`src/rtl/core/spfm_pkg.sv`:
```
// Shared types and constants for the sorted prefix first-match search core.
package spfm_pkg;

	// Code geometry fixed by the word fields
	localparam int CODE_BYTES = 5;
	localparam int CODE_W     = 8 * CODE_BYTES;
	localparam int SLOT_W     = 7;
	localparam int LEN_W      = 3;
	localparam int COUNT_W    = 8;

	// Command codes
	localparam logic CMD_LOAD  = 1'b0;
	localparam logic CMD_QUERY = 1'b1;

	typedef struct packed {
		logic              command;
		logic [SLOT_W-1:0] entry_index;
		logic [CODE_W-1:0] entry_code;
		logic [CODE_W-1:0] prefix_text;
		logic [LEN_W-1:0]  prefix_length;
	} in_word_t;

	typedef struct packed {
		logic              found;
		logic [SLOT_W-1:0] first_index;
	} out_word_t;

	// Compare status handed from one byte cell to the next
	typedef struct packed {
		logic live;  // all earlier bytes equal and nonzero
		logic lt;    // code sorts before prefix
		logic miss;  // mismatch inside the prefix length
	} chain_t;

	typedef enum logic [1:0] {
		ST_IDLE,
		ST_SEARCH,
		ST_FINISH
	} state_t;

endpackage

```
`src/rtl/core/spfm_ram.sv`:
```
// Generic simple dual-port RAM: one write port, one read port, registered read.
module spfm_ram #(
	parameter int WIDTH = 8,
	parameter int DEPTH = 128
) (
	input  logic                     clk,
	input  logic                     wr_en,
	input  logic [$clog2(DEPTH)-1:0] wr_addr,
	input  logic [WIDTH-1:0]         wr_data,
	input  logic [$clog2(DEPTH)-1:0] rd_addr,
	output logic [WIDTH-1:0]         rd_data
);

	logic [WIDTH-1:0] mem_q [DEPTH];

	always_ff @(posedge clk) begin
		if (wr_en) begin
			mem_q[wr_addr] <= wr_data;
		end
		rd_data <= mem_q[rd_addr];
	end

endmodule

```
`src/rtl/core/spfm_cell.sv`:
```
// Byte cell: holds one byte column of the code table and extends the compare chain.
module spfm_cell import spfm_pkg::*; #(
	parameter int BYTE_POS    = 0,
	parameter int TABLE_DEPTH = 128
) (
	input  logic                           clk,
	input  logic                           wr_en,
	input  logic [$clog2(TABLE_DEPTH)-1:0] wr_addr,
	input  logic [7:0]                     wr_byte,
	input  logic [$clog2(TABLE_DEPTH)-1:0] rd_addr,
	input  logic [7:0]                     pre_byte,
	input  logic [LEN_W-1:0]               pre_len,
	input  chain_t                         chain_in,
	output chain_t                         chain_out
);

	localparam logic [LEN_W-1:0] POS = LEN_W'(BYTE_POS);

	logic [7:0] code_byte;
	logic       in_range;
	logic       byte_eq;

	spfm_ram #(
		.WIDTH (8),
		.DEPTH (TABLE_DEPTH)
	) u_col (
		.clk     (clk),
		.wr_en   (wr_en),
		.wr_addr (wr_addr),
		.wr_data (wr_byte),
		.rd_addr (rd_addr),
		.rd_data (code_byte)
	);

	// Only the cell at the first differing (or shared zero) byte decides
	always_comb begin
		in_range       = POS < pre_len;
		byte_eq        = code_byte == pre_byte;
		chain_out.live = chain_in.live & byte_eq & (code_byte != 8'd0);
		chain_out.lt   = chain_in.lt | (chain_in.live & (code_byte < pre_byte));
		chain_out.miss = chain_in.miss | (chain_in.live & ~byte_eq & in_range);
	end

endmodule

```
`config.mk`:
```
export PLATFORM = sky130hd
export DESIGN_NAME = spfm_cell
export DESIGN_NICKNAME = d
export VERILOG_FILES = /design/src/rtl/core/spfm_pkg.sv /design/src/rtl/core/spfm_ram.sv /design/src/rtl/core/spfm_cell.sv
export SDC_FILE = /design/constraint.sdc
export NUM_CORES = 1
export LEC_CHECK = 0
export BUFFER_PORTS_ARGS = -buffer_cell sky130_fd_sc_hd__buf_2
export CAP_MARGIN = 20
export CORE_MARGIN = 2
export CORE_UTILIZATION = 42
export DETAILED_ROUTE_END_ITERATION = 8
export GPL_TIMING_DRIVEN = 1
export PLACE_DENSITY = 0.64
export SETUP_SLACK_MARGIN = 0.2
export SLEW_MARGIN = 20
export SYNTH_ARGS = -nofsm -noshare
export SYNTH_HDL_FRONTEND = slang
export SYNTH_SLANG_ARGS = --single-unit
```
`constraint.sdc`:
```
create_clock -name clk -period 2.2 [get_ports clk]
set_input_delay 0.11 -clock clk [delete_from_list [all_inputs] [get_ports clk]]
set_output_delay 0.11 -clock clk [all_outputs]
set_load 0.01 [all_outputs]
```
Yosys cells after proc, flatten, opt, wreduce, memory -nomap -nowiden:

Memory sizes are Yosys's and may differ from the RTL's. A register that Yosys moved wholly into a read port is not among the register bits.
Cells that the tools add are included.

* bits in registers: 0
* bits in writable memories: 1024
* input port bits: 38
* word-level logic and storage cells: 15
* memories kept: 1

Memories
* u_col.mem_q: depth 128, width 8, rd ports 1, clocked after memory_dff 1, write ports 1, RTL line spfm_ram.sv:14 `logic [WIDTH-1:0] mem_q [DEPTH];`

* magnitude comparators: 2
* equality and inequality tests: 1
* muxes and demuxes: 2
* bitwise operators: 8
* reductions and logical operators: 1

Operator list (count)
* $eq A8 B8 Y1: 1
* $lt A8 B8 Y1: 1
* $reduce_bool A8 Y1: 1
* $and A1 B1 Y1: 5
* $lt A1 B3 Y1 const A: 1
* $mux W1: 2
* $or A1 B1 Y1: 2
* $not A1 Y1: 1

Logic depth before layout (Yosys ltp):

* depth in word-level cells: 5
* mapped depth: 10

Cells and area by module:

From an unflattened synthesis, not the netlist that was laid out.

* cells, all modules: 1670
* area, all modules: 39918.3 µm²

Modules (own cells, without submodules)
* spfm_ram: times used 1, cells an instance 1635, area each 39665.5 µm², sequential area each 30909.6 µm²
* spfm_cell: times used 1, cells an instance 35, area each 252.7 µm², sequential area each 0.0 µm²

Least setup slack after synthesis:

No wires, ideal clock.

* path kind: input to register
* start: input rd_addr[0]
* end: register u_col.rd_data[3] (read register of u_col.mem_q)
* arrival: 1735 ps
* data required time: 2078 ps
* slack: 343 ps
* cell stages on the path: 8
* path buffers: 3
* cells stage by stage: buf_6 -> buf_2 -> buf_2 -> mux4_2 -> a22oi_1 -> a21oi_1 -> nor3_1 -> nand3_1

RTL lines
* start: declaration: RTL line spfm_cell.sv:10 `input logic [$clog2(TABLE_DEPTH)-1:0] rd_addr,`
* end: declaration: RTL line spfm_ram.sv:11 `output logic [WIDTH-1:0] rd_data`

==> metrics.csv <==
stage,metric,value,unit
die,DIE AREA,97900,µm²
routing,1st-pass router iterations,5,
routing,met2 wire length,45700,µm
synth,"flops & latches, synth",1032,
timing,setup violators final,1,
pwr,Leak Pwr,0.0156,µW
cells_and_area,layout cells sized above 1,31.6,%
critical_path,crit end category,primary output,
synth,fraction of registers with async set/reset,0,%
flow_run,Max-cap violations,0,
critical_path,Worst Path Required,2090,ps
synth,Synth Area in Simple Gates,2.85,%
critical_path,CP most frequent cell,o21a_1,
routing,Post-Route M1 WL,39000,µm
timing,WHS,5.80,ps
pwr,Switching Fraction,20.9,%
synth,Compound-Gate Fraction of Synth Area,4.59,%
placed_design,DP HPWL,60800,µm
synth,Gate Count Post-Synth,1956,
die,core area,94900,µm²
synth,Ys Warns,0,
cells_and_area,post-layout net count,2334,
critical_path,"Cell Chain, Critical Path",ha_4 -> nor2b_4 -> o21a_1 -> o21a_1 -> o211ai_1 -> a21boi_1 -> o41ai_2 -> buf_2,
critical_path,slowest CP cell,dfxtp_4,
cells_and_area,finished layout cell area,47900,µm²
synth,library cells used by synthesis,49,
clocking,register clock-pin slew on the reported worst setup and hold paths,60,ps
critical_path,CP max stage delay,390,ps
pwr,PD cells,865,nW/µm²
synth,Post-synth EDFFs,1024,
clocking,CTS Buf Count,101,
timing,count of final max-slew check failures,0,
routing,Residual DRC,0,
die,Die Span Y,313,µm
clocking,H-tree levels,3,
die,site row count,113,
global_routing,vias in the first global route,21201,
placed_design,DP Area,44100,µm²
timing,Worst Max-Slew Pin Slew,691,ps
synth,sequential fraction of the synthesis area,77.1,%
critical_path,reg2reg path depth,7,
routing,wire length per cell,25.7,µm
global_routing,first-pass GRT wire length,138000,µm
pwr,power share of the combinational group,5.6,%
clocking,CTS tree,built,
timing,fin crit share,112,%
cells_and_area,"most common cell after layout, fill and taps aside",edfxtp_1,
clocking,CTS Sinks,1032,
synth,Synth Cell Area,40100,µm²
critical_path,crit path DAT,2360,ps
synth,adder-cell area share of the yosys netlist,0.250,%
run_status,violated checks,setup timing,
critical_path,crit path launch type,flop,
global_routing,total grt overflow,0,
global_routing,gr usage total,19.1,%
critical_path,"Max FO, Critical Path",2,
synth,largest family of logic cells by synthesized area,multiplexers,
timing,fin crit period,2470,ps
global_routing,initial antenna violation count,8,
hold_path,worst hold path type,input port to flop,
routing,final WL,93500,µm
routing,uppermost layer routed,met5,
timing,Hold Fails Final Rpt,0,
timing,RSZ-0062 raised after global routing,true,
pwr,sequential group share of total power,52.6,%
synth,Syn Nets,2002,
run_status,status,"complete, but fails checks",
critical_path,WP buf/inv,1,
timing,relative slew slack,53.9,%
routing,met3 WL,6240,µm
clocking,root buffer cell,clkbuf_16,
die,Initial Utilization,42.3,%
clocking,Clock Latency Late Sink,690,ps
cells_and_area,Area Growth Syn to Fin,19.4,%
routing,vias,20462,
synth,"Primary FF master, synth",edfxtp_1,
critical_path,WP depth,8,
routing,DR vias/cell,5.63,
timing,TNS Setup,-273,ps
placed_design,IO Port Bufs,40,
clocking,Clock Tree Buf Depth,3,
synth,post-synthesis mux area share,13.7,%
pwr,Max VDD drop,0.000777,V
die,die width,313,µm
timing,fmax,404,MHz
cells_and_area,fin cells,3635,
synth,Post-Synth XOR/XNOR Area,0,%
placed_design,RePlAce Congestion,0.833,
routing,DRT iter0 DRCs,2102,
global_routing,pin count of the biggest net entering global routing,76,
timing,Clock Skew,29.2,ps
pwr,Pint,32700,µW
die,Ports,41,
hold_path,Cells on Worst Hold Path,1,
critical_path,kind of critical path,flop to primary output,
placed_design,Placed Instances,3441,
synth,Syn Area/Cell,20.5,µm²
timing,Final WS setup,-273,ps
routing,Final ANT Viol Nets,0,
critical_path,"CP delay by family, top",compound AO/OA/AOI/OAI gates,
pwr,power share of the clock group,41.8,%
critical_path,R2R setup slack,50,ps
pwr,sw power,8670,µW
cells_and_area,"commonest cells after routing, fill and taps aside","edfxtp_1 (1024), buf_4 (265), mux4_2 (186)",
power by group through the flow:
stage	clock network (µW)	logic (µW)	registers, µW
floorplan	0	1100	22100
global placement	0	2160	22200
detailed placement	0	2220	22200
CTS	17600	2310	21800
global route	18400	2480	21800
finish	17300	2330	21800
cell type report:
cell class / count / area [µm²]
Antenna cell: 1 / 2.50
Clock inverter: 60 / 662
Clock buffer: 124 / 2670
Tap cell: 1265 / 1580
Inverter: 9 / 36.3
Fill cell: 7474 / 47000
Timing Repair Buffer: 344 / 3040
Multi-Input combinational cell: 800 / 8940
Sequential cell: 1032 / 30900
synthesized netlist by cell type, drive strengths merged, types with 4 or more instances:
cell type | number | area (µm²)
mux2i | 96 | 961
mux2 | 16 | 180
o211ai | 17 | 128
ha | 8 | 100
a22oi | 80 | 601
nor3 | 18 | 120
a221oi | 32 | 343
edfxtp | 1024 | 30700
nand3 | 21 | 105
nor2b | 28 | 175
clkbuf | 58 | 219
mux4 | 192 | 4360
a41o | 16 | 160
a21oi | 49 | 245
inv | 9 | 33.8
nand2b | 4 | 25.0
a22o | 16 | 140
nand2 | 32 | 120
o22ai | 8 | 50.1
a211oi | 16 | 120
nand4 | 5 | 31.3
nor2 | 127 | 477
buf | 57 | 348
dfxtp | 8 | 160
repair_timing:
item | in CTS | in global routing
hold buffers | 7 | 0
hold endpoints to repair | 249 | 0
setup buffers | 1 | 1
pin swaps | 28 | 11
resized for setup | 50 | 12
endpoints found under the setup margin | 11 | 11
worst register-to-register path: stages, from the launching register on:
cell and delay [ps]:
edfxtp_1 380, mux4_2 490, a22o_1 260, a221oi_2 250, buf_4 190, o22ai_4 80, nor3_4 290, nand3_1 100
state kept, by name, summed over array words and instances, names as in the netlist:
| register | flops |
|---|---|
| u_col.mem_q | 1024 |
| u_col.rd_data | 8 |
stage by stage:
stage          total power (µW)  worst slack (ps)  utilization (%)
6_report                  41400              -273             50.5
5_1_grt                   42600              -400             50.5
4_1_cts                   41700              -336             50.3
3_5_place_dp              24400              -377             46.5
3_3_place_gp              24300              -321             46.5
2_1_floorplan             23200               343                -
per-layer routing:
metal | GRT usage [%] | vias to the layer above
li1 | - | 8846
met1 | 26.2 | 10692
met2 | 31.3 | 744
met3 | 3.71 | 170
met4 | 5.33 | 10
met5 | 0 | -
worst paths after layout:
path,start,end
max,u_col.rd_data[1]$_DFF_P_,chain_out[1]
min,wr_byte[7],u_col.mem_q[68][7]$_DFFE_PP_
max reg2reg,u_col.mem_q[93][1]$_DFFE_PP_,u_col.rd_data[1]$_DFF_P_
min reg2reg,u_col.mem_q[38][2]$_DFFE_PP_,u_col.rd_data[2]$_DFF_P_
cell families (layout without fill, tap and decap cells):
kind of cell,count (synthesis),in the layout
AO/OA/AOI/OAI,241,241
other,0,1
multiplexers,304,304
flip-flops,1032,1032
adder cells (fa/ha/maj),8,8
buffers and inverters,124,537
AND/OR/NAND/NOR,247,247
(Power assumes the default switching activity.)
